`src/design/assert_macros.svh`:
```
// ----------------------------------------------------------------------------
// assertion macros
// clocked assertion helpers used by scs_back
// ----------------------------------------------------------------------------
`ifndef ASSERT_MACROS_SVH
`define ASSERT_MACROS_SVH

// clocked property, disabled during reset
`define SCS_ASSERT(lbl, prop, msg) \
  lbl: assert property (@(posedge clk_i) disable iff (!rst_ni) prop) else $error(msg);

// clocked property, also checked during reset
`define SCS_ASSERT_ALWAYS(lbl, prop, msg) \
  lbl: assert property (@(posedge clk_i) prop) else $error(msg);

`endif

```
`src/design/scs_pkg.sv`:
```
// ----------------------------------------------------------------------------
// scs_pkg
// shared types and constants of the completion context scanner
// ----------------------------------------------------------------------------
`timescale 1ns / 1ps

package scs_pkg;

  localparam int unsigned ColBits = 20;

  // block kinds held on the stack
  typedef enum logic [2:0] {
    KIND_STRUCT    = 3'd0,
    KIND_INTERFACE = 3'd1,
    KIND_ENUM      = 3'd2,
    KIND_UNION_GRP = 3'd3,
    KIND_OPAQUE    = 3'd4,
    KIND_NONE      = 3'd7
  } kind_e;

  // stack operation requested by the front
  typedef enum logic [1:0] {
    OP_NONE = 2'd0,
    OP_PUSH = 2'd1,
    OP_POP  = 2'd2
  } op_e;

  // result status; lookup means the back decides from the stack
  typedef enum logic [2:0] {
    ST_OFFER   = 3'd0,
    ST_LITERAL = 3'd1,
    ST_ORDINAL = 3'd2,
    ST_MID     = 3'd3,
    ST_CLOSED  = 3'd4,
    ST_DEEP    = 3'd5,
    ST_LOOKUP  = 3'd6
  } status_e;

  // keyword sets
  localparam logic [1:0] KSET_DECL   = 2'd0;
  localparam logic [1:0] KSET_STRUCT = 2'd1;
  localparam logic [1:0] KSET_UNION  = 2'd2;

  // item passed from front to back
  typedef struct packed {
    op_e                  op;
    kind_e                kind;
    logic                 res;
    status_e              status;
    logic [ColBits-1:0]   line;
    logic [ColBits-1:0]   start_col;
    logic [ColBits-1:0]   end_col;
  } cmd_t;

  // result item
  typedef struct packed {
    logic [ColBits-1:0]   end_col;
    logic [ColBits-1:0]   start_col;
    logic [ColBits-1:0]   line;
    logic [1:0]           kset;
    status_e              status;
  } res_t;

endpackage

```
`src/design/schema_completion_context_scanner.sv`:
```
// path: a cursor item goes through the queue and then the result register of the back
// throughput: one text byte per cycle while the two-entry queue, which decouples the
// lexer, is not full; the back updates the stack and looks up each item it takes
// reset: asynchronous active-low; lexer, nesting count and queue clear at once,
// stack and word storage are written before they are read
// ----------------------------------------------------------------------------
// schema_completion_context_scanner
// keyword completion context of schema text up to the cursor
// ----------------------------------------------------------------------------
`timescale 1ns / 1ps

module schema_completion_context_scanner #(
  parameter int unsigned STACK_DEPTH   = 32,
  parameter int unsigned POSITION_BITS = 20
) (
  input  logic        clk_i,
  input  logic        rst_ni,
  input  logic        s_axis_tvalid,
  output logic        s_axis_tready,
  // text_byte[7:0], cursor_line[27:8], cursor_column[47:28]
  input  logic [47:0] s_axis_tdata,
  // at_cursor
  input  logic        s_axis_tlast,
  output logic        m_axis_tvalid,
  input  logic        m_axis_tready,
  // status[2:0], keyword_set[4:3], replace_line[24:5],
  // replace_start_column[44:25], replace_end_column[64:45], zero fill
  output logic [71:0] m_axis_tdata
);
  import scs_pkg::*;

  logic q_push, q_full, q_pop, q_valid;
  cmd_t f_cmd, b_cmd;
  res_t res;

  // lexer front
  scs_front #(.POSITION_BITS(POSITION_BITS)) u_front (
    .clk_i               (clk_i),
    .rst_ni              (rst_ni),
    .in_valid_i          (s_axis_tvalid),
    .in_ready_i_unused_o (s_axis_tready),
    .text_byte_i         (s_axis_tdata[7:0]),
    .at_cursor_i         (s_axis_tlast),
    .cursor_line_i       (s_axis_tdata[27:8]),
    .cursor_column_i     (s_axis_tdata[47:28]),
    .q_full_i            (q_full),
    .q_push_o            (q_push),
    .q_cmd_o             (f_cmd)
  );

  // decoupling queue
  scs_queue u_queue (
    .clk_i   (clk_i),
    .rst_ni  (rst_ni),
    .push_i  (q_push),
    .cmd_i   (f_cmd),
    .full_o  (q_full),
    .pop_i   (q_pop),
    .valid_o (q_valid),
    .cmd_o   (b_cmd)
  );

  // stack back
  scs_back #(.STACK_DEPTH(STACK_DEPTH)) u_back (
    .clk_i       (clk_i),
    .rst_ni      (rst_ni),
    .cmd_valid_i (q_valid),
    .cmd_i       (b_cmd),
    .cmd_pop_o   (q_pop),
    .out_valid_o (m_axis_tvalid),
    .out_ready_i (m_axis_tready),
    .out_o       (res)
  );

  assign m_axis_tdata = {7'd0, res};

endmodule

```
`src/design/scs_front.sv`:
```
// ----------------------------------------------------------------------------
// scs_front
// lexer: tracks mode, words, statement tokens and positions per text byte
// ----------------------------------------------------------------------------
`timescale 1ns / 1ps

module scs_front #(
  parameter int unsigned POSITION_BITS = 20
) (
  input  logic                          clk_i,
  input  logic                          rst_ni,
  input  logic                          in_valid_i,
  output logic                          in_ready_i_unused_o,
  input  logic [7:0]                    text_byte_i,
  input  logic                          at_cursor_i,
  input  logic [scs_pkg::ColBits-1:0]   cursor_line_i,
  input  logic [scs_pkg::ColBits-1:0]   cursor_column_i,
  input  logic                          q_full_i,
  output logic                          q_push_o,
  output scs_pkg::cmd_t                 q_cmd_o
);
  import scs_pkg::*;

  localparam int unsigned P = POSITION_BITS;
  localparam int unsigned W = (P > ColBits) ? P : ColBits;
  localparam logic [P-1:0] PosMax = {P{1'b1}};

  typedef enum logic [1:0] {
    MODE_CODE    = 2'd0,
    MODE_COMMENT = 2'd1,
    MODE_STRING  = 2'd2
  } mode_e;

  function automatic logic is_ident(input logic [7:0] c);
    return (c >= "a" && c <= "z") || (c >= "A" && c <= "Z") || c == "_" ||
           (c >= "0" && c <= "9");
  endfunction

  function automatic logic is_space(input logic [7:0] c);
    return c == 8'h20 || c == 8'h09 || c == 8'h0d || c == 8'h0a;
  endfunction

  mode_e        mode_q, mode_d;
  logic         esc_q, esc_d;
  kind_e        pend_q, pend_d;
  logic [7:0]   wc_q [9];
  logic [3:0]   wl_q, wl_d;
  logic         wc_we;
  logic [1:0]   st_q, st_d;
  logic [P-1:0] bp_q, bp_d, ftp_q, ftp_d, ir_q, ir_d;
  logic [7:0]   bbr_q, bbr_d;
  logic         cnt;
  logic         take;
  logic [7:0]   c;
  op_e          op;
  kind_e        kind;
  status_e      status;
  logic         at_start;
  logic [W-1:0] ir_w, col_w;

  assign c    = text_byte_i;
  assign take = in_valid_i && !q_full_i;
  assign in_ready_i_unused_o = !q_full_i;

  // next lexer state for the byte
  always_comb begin
    mode_d = mode_q;
    esc_d  = esc_q;
    pend_d = pend_q;
    wl_d   = wl_q;
    st_d   = st_q;
    ftp_d  = ftp_q;
    wc_we  = 1'b0;
    cnt    = 1'b0;
    op     = OP_NONE;
    kind   = KIND_OPAQUE;
    unique case (mode_q)
      MODE_COMMENT: begin
        if (c == 8'h0a) mode_d = MODE_CODE;
      end
      MODE_STRING: begin
        if (esc_q) esc_d = 1'b0;
        else if (c == "\\") esc_d = 1'b1;
        else if (c == "\"" || c == 8'h0a) mode_d = MODE_CODE;
      end
      default: begin
        if (is_ident(c)) begin
          if (wl_q == 4'd0) cnt = 1'b1;
          if (wl_q < 4'd9) wc_we = 1'b1;
          if (wl_q <= 4'd9) wl_d = wl_q + 4'd1;
        end else begin
          // close the word and match keywords
          if (wl_q != 4'd0) begin
            if (wl_q == 4'd6 && wc_q[0] == "s" && wc_q[1] == "t" && wc_q[2] == "r" &&
                wc_q[3] == "u" && wc_q[4] == "c" && wc_q[5] == "t")
              pend_d = KIND_STRUCT;
            else if (wl_q == 4'd9 && wc_q[0] == "i" && wc_q[1] == "n" && wc_q[2] == "t" &&
                     wc_q[3] == "e" && wc_q[4] == "r" && wc_q[5] == "f" &&
                     wc_q[6] == "a" && wc_q[7] == "c" && wc_q[8] == "e")
              pend_d = KIND_INTERFACE;
            else if (wl_q == 4'd4 && wc_q[0] == "e" && wc_q[1] == "n" && wc_q[2] == "u" &&
                     wc_q[3] == "m")
              pend_d = KIND_ENUM;
            else if (wl_q == 4'd5 && ((wc_q[0] == "u" && wc_q[1] == "n" && wc_q[2] == "i" &&
                     wc_q[3] == "o" && wc_q[4] == "n") ||
                     (wc_q[0] == "g" && wc_q[1] == "r" && wc_q[2] == "o" &&
                     wc_q[3] == "u" && wc_q[4] == "p")))
              pend_d = KIND_UNION_GRP;
            wl_d = 4'd0;
          end
          case (c)
            "#": mode_d = MODE_COMMENT;
            "\"": begin
              cnt    = 1'b1;
              mode_d = MODE_STRING;
            end
            ";": begin
              st_d   = 2'd0;
              pend_d = KIND_NONE;
            end
            "{": begin
              op     = OP_PUSH;
              kind   = (pend_d == KIND_NONE) ? KIND_OPAQUE : pend_d;
              pend_d = KIND_NONE;
              st_d   = 2'd0;
            end
            "}": begin
              op     = OP_POP;
              pend_d = KIND_NONE;
              st_d   = 2'd0;
            end
            default: begin
              if (!is_space(c)) cnt = 1'b1;
            end
          endcase
        end
        // token count of the statement
        if (cnt) begin
          if (st_q == 2'd0) ftp_d = bp_q;
          if (st_q < 2'd2) st_d = st_q + 2'd1;
        end
      end
    endcase
    bp_d = (bp_q < PosMax) ? bp_q + P'(1) : bp_q;
    if (is_ident(c)) begin
      ir_d  = (ir_q < PosMax) ? ir_q + P'(1) : ir_q;
      bbr_d = bbr_q;
    end else begin
      ir_d  = '0;
      bbr_d = c;
    end
  end

  // cursor classification on the updated state
  always_comb begin
    at_start = (ir_d == '0) ? (st_d == 2'd0) : (st_d == 2'd1 && ftp_d == bp_d - ir_d);
    if (mode_d != MODE_CODE) status = ST_LITERAL;
    else if (bp_d > ir_d && bbr_d == "@") status = ST_ORDINAL;
    else if (!at_start) status = ST_MID;
    else status = ST_LOOKUP;
    ir_w  = W'(ir_d);
    col_w = W'(cursor_column_i);
  end

  // item to the queue
  always_comb begin
    q_push_o          = take;
    q_cmd_o.op        = op;
    q_cmd_o.kind      = kind;
    q_cmd_o.res       = at_cursor_i;
    q_cmd_o.status    = status;
    q_cmd_o.line      = cursor_line_i;
    q_cmd_o.start_col = (ir_w >= col_w) ? '0 : ColBits'(col_w - ir_w);
    q_cmd_o.end_col   = cursor_column_i;
  end

  // lexer registers
  always_ff @(posedge clk_i or negedge rst_ni) begin
    if (!rst_ni) begin
      mode_q <= MODE_CODE;
      esc_q  <= 1'b0;
      pend_q <= KIND_NONE;
      wl_q   <= 4'd0;
      st_q   <= 2'd0;
      bp_q   <= '0;
      ftp_q  <= '0;
      ir_q   <= '0;
      bbr_q  <= 8'd0;
    end else if (take) begin
      mode_q <= mode_d;
      esc_q  <= esc_d;
      pend_q <= pend_d;
      wl_q   <= wl_d;
      st_q   <= st_d;
      bp_q   <= bp_d;
      ftp_q  <= ftp_d;
      ir_q   <= ir_d;
      bbr_q  <= bbr_d;
    end
  end

  // word characters
  always_ff @(posedge clk_i) begin
    if (take && wc_we) begin
      wc_q[wl_q] <= c;
    end
  end

endmodule

```
`src/design/scs_queue.sv`:
```
// ----------------------------------------------------------------------------
// scs_queue
// two-entry queue between lexer front and stack back
// ----------------------------------------------------------------------------
`timescale 1ns / 1ps

module scs_queue (
  input  logic           clk_i,
  input  logic           rst_ni,
  input  logic           push_i,
  input  scs_pkg::cmd_t  cmd_i,
  output logic           full_o,
  input  logic           pop_i,
  output logic           valid_o,
  output scs_pkg::cmd_t  cmd_o
);
  import scs_pkg::*;

  cmd_t       mem_q [2];
  logic       wr_q, rd_q;
  logic [1:0] cnt_q;

  assign full_o  = (cnt_q == 2'd2);
  assign valid_o = (cnt_q != 2'd0);
  assign cmd_o   = mem_q[rd_q];

  // pointers and fill count
  always_ff @(posedge clk_i or negedge rst_ni) begin
    if (!rst_ni) begin
      wr_q  <= 1'b0;
      rd_q  <= 1'b0;
      cnt_q <= 2'd0;
    end else begin
      if (push_i) wr_q <= ~wr_q;
      if (pop_i) rd_q <= ~rd_q;
      cnt_q <= cnt_q + {1'b0, push_i} - {1'b0, pop_i};
    end
  end

  // entry storage
  always_ff @(posedge clk_i) begin
    if (push_i) begin
      mem_q[wr_q] <= cmd_i;
    end
  end

endmodule

```
`src/design/scs_back.sv`:
```
// ----------------------------------------------------------------------------
// scs_back
// block stack, nesting count and result register
// ----------------------------------------------------------------------------
`timescale 1ns / 1ps
`include "assert_macros.svh"

module scs_back #(
  parameter int unsigned STACK_DEPTH = 32
) (
  input  logic           clk_i,
  input  logic           rst_ni,
  input  logic           cmd_valid_i,
  input  scs_pkg::cmd_t  cmd_i,
  output logic           cmd_pop_o,
  output logic           out_valid_o,
  input  logic           out_ready_i,
  output scs_pkg::res_t  out_o
);
  import scs_pkg::*;

  localparam int unsigned SW = (STACK_DEPTH > 1) ? $clog2(STACK_DEPTH) : 1;
  localparam logic [15:0] Depth = 16'(STACK_DEPTH);

  kind_e       stack_q [STACK_DEPTH];
  logic [15:0] nest_q, nest_d;
  logic        out_vld_q;
  res_t        out_q, res;
  logic        take;
  kind_e       top;
  logic [15:0] rd_idx;

  assign take        = cmd_valid_i && (!cmd_i.res || !out_vld_q || out_ready_i);
  assign cmd_pop_o   = take;
  assign out_valid_o = out_vld_q;
  assign out_o       = out_q;

  // nesting after this item
  always_comb begin
    nest_d = nest_q;
    case (cmd_i.op)
      OP_PUSH: if (nest_q != 16'hffff) nest_d = nest_q + 16'd1;
      OP_POP:  if (nest_q != 16'd0) nest_d = nest_q - 16'd1;
      default: nest_d = nest_q;
    endcase
    rd_idx = nest_d - 16'd1;
    if (cmd_i.op == OP_PUSH) top = cmd_i.kind;
    else top = stack_q[rd_idx[SW-1:0]];
  end

  // result from the nesting count and the stack top
  always_comb begin
    res.status    = cmd_i.status;
    res.kset      = KSET_DECL;
    res.line      = cmd_i.line;
    res.start_col = cmd_i.start_col;
    res.end_col   = cmd_i.end_col;
    if (cmd_i.status == ST_LOOKUP) begin
      if (nest_d > Depth) res.status = ST_DEEP;
      else if (nest_d == 16'd0) res.status = ST_OFFER;
      else begin
        case (top)
          KIND_STRUCT: begin
            res.status = ST_OFFER;
            res.kset   = KSET_STRUCT;
          end
          KIND_INTERFACE: res.status = ST_OFFER;
          KIND_UNION_GRP: begin
            res.status = ST_OFFER;
            res.kset   = KSET_UNION;
          end
          default: res.status = ST_CLOSED;
        endcase
      end
    end
    if (res.status != ST_OFFER) begin
      res.kset      = 2'd0;
      res.line      = '0;
      res.start_col = '0;
      res.end_col   = '0;
    end
  end

  // nesting count and output valid
  always_ff @(posedge clk_i or negedge rst_ni) begin
    if (!rst_ni) begin
      nest_q    <= 16'd0;
      out_vld_q <= 1'b0;
    end else begin
      if (take) nest_q <= nest_d;
      if (take && cmd_i.res) out_vld_q <= 1'b1;
      else if (out_ready_i) out_vld_q <= 1'b0;
    end
  end

  // stack writes and result payload
  always_ff @(posedge clk_i) begin
    if (take && cmd_i.op == OP_PUSH && nest_q < Depth) begin
      stack_q[nest_q[SW-1:0]] <= cmd_i.kind;
    end
    if (take && cmd_i.res) begin
      out_q <= res;
    end
  end

  `SCS_ASSERT(a_nest_hold, take && cmd_i.op == OP_NONE |=> $stable(nest_q), "nesting moved")
  `SCS_ASSERT(a_nest_up, take && cmd_i.op != OP_PUSH |=> nest_q <= $past(nest_q), "nesting grew")
  `SCS_ASSERT(a_no_offer_zero, out_vld_q && out_q.status != ST_OFFER |-> out_q.kset == 2'd0 && out_q.line == '0 && out_q.end_col == '0, "fields not cleared")

endmodule

```
`config.mk`:
```
export PLATFORM = sky130hd
export DESIGN_NAME = schema_completion_context_scanner
export DESIGN_NICKNAME = d
export VERILOG_FILES = /design/src/design/scs_pkg.sv /design/src/design/schema_completion_context_scanner.sv /design/src/design/scs_front.sv /design/src/design/scs_queue.sv /design/src/design/scs_back.sv
export VERILOG_INCLUDE_DIRS = /design/src /design/src/design
export SDC_FILE = /design/constraint.sdc
export NUM_CORES = 1
export LEC_CHECK = 0
export ABC_AREA = 1
export BUFFER_PORTS_ARGS = -buffer_cell sky130_fd_sc_hd__buf_4
export CAP_MARGIN = 20
export CORE_ASPECT_RATIO = 0.8
export CORE_MARGIN = 2
export CORE_UTILIZATION = 55
export CTS_CLUSTER_DIAMETER = 60
export DETAILED_ROUTE_END_ITERATION = 10
export PLACE_DENSITY = 0.73
export SYNTH_ARGS = -nofsm -noshare
export SYNTH_HDL_FRONTEND = slang
export SYNTH_SLANG_ARGS = --single-unit
```
`constraint.sdc`:
```
create_clock -name clk_i -period 6.5 [get_ports clk_i]
set_input_delay 0 -clock clk_i [delete_from_list [all_inputs] [get_ports clk_i]]
set_output_delay 0 -clock clk_i [all_outputs]
set_load 0.01 [all_outputs]
```
==> results.rst, run 1 <==
.. list-table::
   :header-rows: 1

   * - Metric
     - Value
   * - Commonest non-fill, non-tap cell in the layout
     - sky130_fd_sc_hd__nand2_1
   * - Largest net degree at the start of global routing
     - 66
   * - Yosys warning total
     - 0
   * - Clock latency on the worst-skew pair
     - 610 ps
   * - Setup tns final
     - 0 ps
   * - Seq/Total Area, Yosys
     - 0.562
   * - Most used DFF post-synth
     - sky130_fd_sc_hd__edfxtp_1
   * - Transition time of the tightest slew-check pin
     - 1130 ps
   * - Via count normalized by instance count
     - 5.62
   * - IO buf count
     - 119
   * - Clock slew seen by the registers of the worst setup and hold paths
     - 60 ps
   * - Vias post-DR
     - 18100
   * - Power per standard cell area
     - 499 nW/um^2
   * - Count of final hold-check violations
     - 0
   * - N_diodes
     - 0
   * - CTS buffer count
     - 48
   * - Register cell area after layout
     - 13700 um^2
   * - Post-route DRC
     - 0
   * - Critical path start-end classification
     - register to register
   * - Max Freq
     - 0.178 GHz
   * - Antenna violation net count after detailed routing
     - 0
   * - Drt first-iter violations
     - 1906
   * - Layout overhead on the synthesized area
     - 14.5%
   * - Proportion of register bits with asynchronous set or reset after synthesis
     - 0.214
   * - Count of nets after finishing
     - 2733
   * - Final routed wirelength across all metal layers
     - 58600 um
   * - All-layer global routing usage
     - 0.258
   * - Number of antenna violations at the first check in global routing
     - 0
   * - Total iterations of the first detailed-routing run
     - 5
   * - H-Tree Level Count
     - 2
   * - Avg Cell Area, Syn
     - 9.93 um^2
   * - Area of the core
     - 43400 um^2
   * - Standard-cell row count
     - 68
   * - Distinct cells, synth
     - 59
   * - Result of the run
     - finished clean
   * - Worst r2r src
     - u_front.ir_q[0]
   * - Number of failing setup endpoints in the final timing report
     - 0
   * - Maximum buffer depth of the clock tree
     - 3
   * - Non-Filler Instances
     - 3219
   * - Maximum vdd ir drop
     - 0.000551 V
   * - Leakage component of the power
     - 0.0114 uW
   * - Root Buffer
     - sky130_fd_sc_hd__clkbuf_16
   * - Die Height
     - 192 um
   * - Max Fanout on Critical Path
     - 18
   * - Register-to-Register Setup Slack
     - 880 ps
   * - Die X
     - 239 um
   * - Synthesized instance count
     - 2449
   * - Final critical path time including I/O delays and setup
     - 5620 ps
   * - CTS tree
     - done
   * - Clock sink count
     - 472
   * - Data arrival time of the critical path
     - 5980 ps
   * - Area of the mapped netlist
     - 24300 um^2
   * - Post-route clock skew
     - 28.8 ps
   * - Hold WC Path Type
     - input port to async pin
   * - Dpl hpwl
     - 40200 um
   * - Area enclosed by the die boundary
     - 45900 um^2
   * - Fraction of final layout cells sized beyond drive strength 1
     - 0.131
   * - Routed wirelength normalized by instance count
     - 18.2 um
   * - RSZ-0062 raised after global routing
     - no
   * - CP Capture Type
     - register
   * - Reg2reg end
     - u_queue.mem_q[1][39]
   * - Count of flip-flops with a built-in enable after synthesis
     - 371
   * - Fillers
     - 3376
   * - Via count of the first global-routing pass
     - 17246
   * - Last weighted congestion value of the routability-driven placer
     - 0.966
   * - Count of cells along the worst register-to-register path
     - 23
   * - Global-route congestion overflow total
     - 0
   * - Worst path required time
     - 6860 ps
   * - Final worst-path cycle share
     - 0.865
   * - Highest-count cells in the layout ignoring fill and taps
     - sky130_fd_sc_hd__nand2_1, sky130_fd_sc_hd__edfxtp_1, sky130_fd_sc_hd__inv_1
   * - Cells resized by post-CTS repair
     - 0
   * - Number of buffers inserted to repair setup after CTS
     - 0
   * - Max-Slew Margin vs Limit
     - 0.246
   * - Number of max-capacitance violations reported
     - 0
   * - Number of top-level pins
     - 127
   * - Final Max Tran Viols
     - 0
   * - Startpoint type of the worst setup path
     - register
   * - Inst Count DP
     - 3074
   * - Wire length of the first global-routing pass
     - 93200 um
   * - Starting Density
     - 0.561
   * - Number of synthesized register bits
     - 472
   * - Footprint of the multi-input gates
     - 9170 um^2
routing by layer:
metal | vias up | track usage | part of all wire
li1 | 8693 | - | -
met1 | 8625 | 0.386 | 0.47
met2 | 692 | 0.391 | 0.44
met3 | 90 | 0.0446 | 0.073
met4 | 0 | 0.0661 | 0.018
met5 | - | 0 | 0
cell type report:
type,count,share of cell area
flip-flops and latches,472,0.491
multi-input cells,1627,0.329
repair buffers,200,0.0595
clock buffers,60,0.0447
inverters,271,0.0365
well taps,560,0.0252
clock inverters,29,0.0141
worst max-delay path: stages (launching register included):
cell	delay [ps]
sky130_fd_sc_hd__dfrtp_1	460
sky130_fd_sc_hd__ha_1	250
sky130_fd_sc_hd__inv_1	100
sky130_fd_sc_hd__nor3_2	250
sky130_fd_sc_hd__nand4_1	730
sky130_fd_sc_hd__nand3_1	300
sky130_fd_sc_hd__nand2_1	250
sky130_fd_sc_hd__ha_1	410
sky130_fd_sc_hd__a21oi_1	160
sky130_fd_sc_hd__nand2_1	110
sky130_fd_sc_hd__a21boi_0	420
sky130_fd_sc_hd__inv_1	100
sky130_fd_sc_hd__nand2_1	80
sky130_fd_sc_hd__o211ai_1	110
sky130_fd_sc_hd__a21boi_0	370
sky130_fd_sc_hd__o21ai_0	220
sky130_fd_sc_hd__a21boi_0	330
sky130_fd_sc_hd__o21ai_0	180
sky130_fd_sc_hd__nand2_1	90
sky130_fd_sc_hd__inv_1	40
sky130_fd_sc_hd__o21ai_0	140
sky130_fd_sc_hd__nand2_1	80
sky130_fd_sc_hd__xnor2_1	130
sky130_fd_sc_hd__nor2_1	70
worst max-delay path by stage:
stage	start	endpoint	cells past startpoint
floorplan	u_queue.rd_q	u_back.out_o[10]	30
global placement	u_front.ir_q[0]	u_queue.mem_q[0][60]	28
detailed placement	u_queue.rd_q	u_back.out_o[42]	28
CTS	u_queue.rd_q	u_back.out_o[42]	28
global route	u_front.ir_q[0]	u_queue.mem_q[0][62]	29
finish	u_front.ir_q[0]	u_queue.mem_q[1][39]	23
cells in the mapped netlist, types with 23 or more instances:
master | count | area [um^2]
sky130_fd_sc_hd__nor2_4 | 63 | 709
sky130_fd_sc_hd__xor2_1 | 46 | 403
sky130_fd_sc_hd__o21ai_0 | 151 | 756
sky130_fd_sc_hd__nand2_1 | 476 | 1790
sky130_fd_sc_hd__nor2_1 | 192 | 721
sky130_fd_sc_hd__edfxtp_1 | 371 | 11100
sky130_fd_sc_hd__clkbuf_1 | 43 | 161
sky130_fd_sc_hd__nor3_1 | 53 | 265
sky130_fd_sc_hd__mux2i_1 | 63 | 631
sky130_fd_sc_hd__ha_1 | 58 | 726
sky130_fd_sc_hd__nand3_1 | 231 | 1160
sky130_fd_sc_hd__dfrtp_1 | 98 | 2450
sky130_fd_sc_hd__inv_1 | 262 | 983
sky130_fd_sc_hd__nor4_1 | 23 | 144
sky130_fd_sc_hd__nand4_1 | 50 | 313
sky130_fd_sc_hd__nand3b_1 | 34 | 255
sky130_fd_sc_hd__a21oi_1 | 62 | 310
state kept, by name, summed over array words and instances, names as in the netlist, 2 cells and up:
register and count:
u_front.bbr_q 8, u_back.stack_q 96, u_front.ftp_q 20, u_queue.mem_q 138, u_front.wl_q 4, u_front.ir_q 20, u_front.st_q 2, u_front.pend_q 3
u_back.out_o 65, u_front.mode_q 2, u_front.bp_q 20, u_back.nest_q 16, u_front.wc_q 72, u_queue.cnt_q 2
cells by family after synthesis:
family                     synth area share
and+or+nand+nor                       0.235
muxes                                0.0264
adders and majority gates            0.0315
xor gates and xnor gates             0.0227
buffers and inverters                0.0637
other                              0.000154
DFF                                   0.562
AOI/OAI and AO/OA                    0.0585
metrics by stage:
stage	worst slack (ps)	power [uW]	cell area [um^2]	hold WS, ps	utilization
detailed placement	1010	11000	25700	121	0.592
CTS	958	13900	27800	26.7	0.641
global placement	1130	10800	25600	109	0.591
finish	878	13900	27900	18.0	0.642
global route	327	14900	27900	85.1	0.642
floorplan	2120	9320	24300	-296	-
timing repair:
action                     CTS  global route
setup endpoints to repair    0             0
hold endpoints to repair   224             0
hold buffers                51             0
where the power goes:
part | total, uW | internal (uW) | switching (uW) | leakage, uW
logic | 6600 | 2180 | 4430 | 0.00585
registers | 4450 | 4110 | 346 | 0.00474
clock network | 2850 | 1630 | 1220 | 0.000791
total | 13900 | 7910 | 5990 | 0.0114
Power figures use the tool's default switching activity.
==> run 2, diff against run 1 <==
--- a/config.mk
+++ b/config.mk
@@ -12,9 +12,11 @@
 export CORE_ASPECT_RATIO = 0.8
 export CORE_MARGIN = 2
 export CORE_UTILIZATION = 55
+export CTS_BUF_LIST = sky130_fd_sc_hd__clkbuf_16
 export CTS_CLUSTER_DIAMETER = 60
 export DETAILED_ROUTE_END_ITERATION = 10
 export PLACE_DENSITY = 0.73
+export RECOVER_POWER = 100
 export SYNTH_ARGS = -nofsm -noshare
 export SYNTH_HDL_FRONTEND = slang
 export SYNTH_SLANG_ARGS = --single-unit
==> constraint.sdc (replaced) <==
create_clock -name clk_i -period 6.5 [get_ports clk_i]
set_input_delay 0 -clock clk_i [delete_from_list [all_inputs] [get_ports clk_i]]
set_output_delay 0 -clock clk_i [all_outputs]
set_load 0.05 [all_outputs]
==> results.rst, run 2 (synthesis gave the netlist of run 1 again) <==
.. list-table::
   :header-rows: 1

   * - Metric
     - Value
   * - Startpoint type of the worst setup path
     - register
   * - Fraction of final layout cells sized beyond drive strength 1
     - 0.0666 (-0.0647)
   * - Max-Slew Margin vs Limit
     - -1.15 (-1.40)
   * - Switching share of power
     - 0.456 (+0.0246)
   * - Number of flip-flops in the largest register
     - 138 (unchanged)
   * - Data arrival time of the critical path
     - 6060 ps (+80 ps)
   * - Final routed wirelength across all metal layers
     - 58500 um (about the same)
   * - CTS tree
     - done
   * - Number of max-capacitance violations reported
     - 8 (+8)
   * - Met2 Use GR
     - 0.391 (about the same)
   * - Layout overhead on the synthesized area
     - 11.1%
   * - Post-route clock skew
     - 28.6 ps (-0.266 ps)
   * - Last weighted congestion value of the routability-driven placer
     - 0.966 (unchanged)
   * - Final Max Tran Viols
     - 404 (+404)
   * - All-layer global routing usage
     - 0.258 (unchanged)
   * - Max Freq
     - 0.175 GHz (-1.7%)
   * - Largest net degree at the start of global routing
     - 66 (unchanged)
   * - Final critical path time including I/O delays and setup
     - 5720 ps (+98.9 ps)
   * - Standard cell with the maximum stage delay on the critical path
     - sky130_fd_sc_hd__dfrtp_1
   * - Via count of the first global-routing pass
     - 17240 (-0.035%)
   * - Count of final hold-check violations
     - 0 (unchanged)
   * - Fillers
     - 3590 (+6.3%)
   * - Worst path setup slack after routing
     - 780 ps (-98.9 ps)
   * - Setup WS pre-CTS
     - 1010 ps (unchanged)
   * - Count of nets after finishing
     - 2733 (unchanged)
   * - Portion of total power attributed to sequential cells
     - 0.317 (-0.003)
   * - Clock group share of total power
     - 0.201 (-0.004)
   * - Result of the run
     - finished with violations
   * - Met1 Track Usage GR
     - 0.386 (about the same)
   * - Power per standard cell area
     - 521 nW/um^2 (+4.5%)
   * - Maximum buffer depth of the clock tree
     - 3 (unchanged)
   * - IO buf count
     - 119 (unchanged)
   * - Clock slew seen by the registers of the worst setup and hold paths
     - 70 ps (about the same)
   * - Area enclosed by the die boundary
     - 45900 um^2 (unchanged)
   * - RSZ-0062 raised after global routing
     - no
   * - Starting Density
     - 0.561 (unchanged)
   * - Area of the core
     - 43400 um^2 (unchanged)
   * - CTS buffer count
     - 48 (unchanged)
   * - Dpl hpwl
     - 40200 um (unchanged)
   * - Commonest non-fill, non-tap cell in the layout
     - sky130_fd_sc_hd__nand2_1
   * - Worst path required time
     - 6840 ps (-20 ps)
   * - Root Buffer
     - sky130_fd_sc_hd__clkbuf_16
   * - Routed wirelength normalized by instance count
     - 18.2 um (about the same)
   * - Internal power
     - 7670 uW (-3.1%)
   * - H-Tree Level Count
     - 2 (unchanged)
   * - Via count normalized by instance count
     - 5.61 (-0.24%)
   * - N_diodes
     - 0 (unchanged)
   * - Final worst-path cycle share
     - 0.880 (+0.0152)
   * - Number of antenna violations at the first check in global routing
     - 0 (unchanged)
   * - Maximum vdd ir drop
     - 0.000539 V (-2.3%)
   * - Total iterations of the first detailed-routing run
     - 6 (+1)
   * - Critical path's largest stage delay
     - 560 ps (-170 ps)
   * - Number of top-level pins
     - 127 (unchanged)
   * - Antenna violation net count after detailed routing
     - 0 (unchanged)
   * - Footprint of the multi-input gates
     - 8810 um^2 (-3.9%)
   * - Critical path start-end classification
     - register to register
   * - Register cell area after layout
     - 13700 um^2 (about the same)
   * - Die X
     - 239 um (unchanged)
   * - Number of buffers inserted to repair setup after CTS
     - 0 (unchanged)
   * - Most congested layer reported by global routing
     - met2
   * - CP Capture Type
     - register
   * - Vias post-DR
     - 18057 (-0.24%)
   * - Post-route DRC
     - 0 (unchanged)
   * - Max Fanout on Critical Path
     - 40 (+22)
   * - Combinational fraction of design power
     - 0.482 (+0.007)
   * - Setup tns final
     - 0 ps (unchanged)
   * - Number of failing setup endpoints in the final timing report
     - 0 (unchanged)
   * - Cells resized by post-CTS repair
     - 0 (unchanged)
   * - Die Height
     - 192 um (unchanged)
   * - Met3 track demand over resource
     - 0.0440 (-0.000575)
   * - Drt first-iter violations
     - 1963 (+3.0%)
   * - Violations in the final reports
     - max-capacitance violations, max-slew violations
   * - Total net switching power
     - 6420 uW (+7.1%)
   * - Leakage component of the power
     - 0.0110 uW (-3.7%)
   * - Standard-cell row count
     - 68 (unchanged)
   * - Number of buffers inserted for hold repair after clock tree synthesis
     - 51 (unchanged)
   * - Global-route congestion overflow total
     - 0 (unchanged)
   * - Highest-count cells in the layout ignoring fill and taps
     - sky130_fd_sc_hd__nand2_1, sky130_fd_sc_hd__edfxtp_1, sky130_fd_sc_hd__inv_1
   * - Most prevalent standard cell on the critical path
     - sky130_fd_sc_hd__nand3_1
   * - Clock sink count
     - 472 (unchanged)
   * - Wire length of the first global-routing pass
     - 93200 um (about the same)
   * - Clock latency on the worst-skew pair
     - 610 ps (about the same)
   * - Hold WC Path Type
     - input port to register
   * - Transition time of the tightest slew-check pin
     - 3230 ps (+2100 ps)
   * - Reg with most FFs
     - u_queue.mem_q
## run 2: per-layer routing
| metal | wire, um | vias up |
|---|---|---|
| met4 | 1080 | 0 |
| met5 | 0 | - |
| met3 | 4470 | 94 |
| li1 | - | 8697 |
| met1 | 27200 | 8565 |
| met2 | 25800 | 701 |
## run 2: per-stage QoR
| step | total power, uW | util | instance area [um^2] | std cells | hold WS, ps |
|---|---|---|---|---|---|
| after floorplan | 9890 | - | 24300 | 2455 | -296 |
| after global placement | 11400 | 0.591 | 25600 | 3072 | 109 |
| after detailed placement | 11600 | 0.592 | 25700 | 3074 | 121 |
| after CTS | 14400 | 0.641 | 27800 | 3214 | 26.7 |
| after global routing | 15100 | 0.623 | 27000 | 3219 | 117 |
| final | 14100 | 0.623 | 27000 | 3219 | 139 |
## run 2: power by group through the flow
stage                     combinational (uW)  clock (uW)  sequential (uW)
after floorplan                         4840           0             5050
after global placement                  6880           0             4480
after detailed placement                7060           0             4500
after CTS                               7120        2870             4450
after global routing                    7540        3010             4530
final                                   6790        2830             4470
## run 2: path summary, 6_finish.rpt
check,from,end,slack (ps),depth (start not counted)
setup / recovery,u_queue.rd_q,u_back.out_o[64],780,28
hold / removal,s_axis_tdata[21],u_queue.mem_q[0][53],140,2
setup reg to reg,u_queue.rd_q,u_back.out_o[64],780,28
hold reg to reg,u_front.ftp_q[0],u_front.ftp_q[0],490,2
max in group asynchronous,rst_ni,u_back.nest_q[7],1820,3
min in group asynchronous,rst_ni,u_front.ir_q[3],1020,2
## run 2: final cells by class
class | instances | share of cell area
Sequential cell | 472 | 0.506
Multi-Input combinational cell | 1627 | 0.326
Clock buffer | 48 | 0.0445
Timing Repair Buffer | 200 | 0.0434
Inverter | 271 | 0.0377
Tap cell | 560 | 0.0259
Clock inverter | 41 | 0.0162
## run 2: worst max-delay path, delay by kind of cell (launching register included)
kind            cells  cell delay [ps]
fa+ha+maj           2              600
buf+inv             8             2090
flops               1              560
simple gates       17             2040
compound gates      1              150
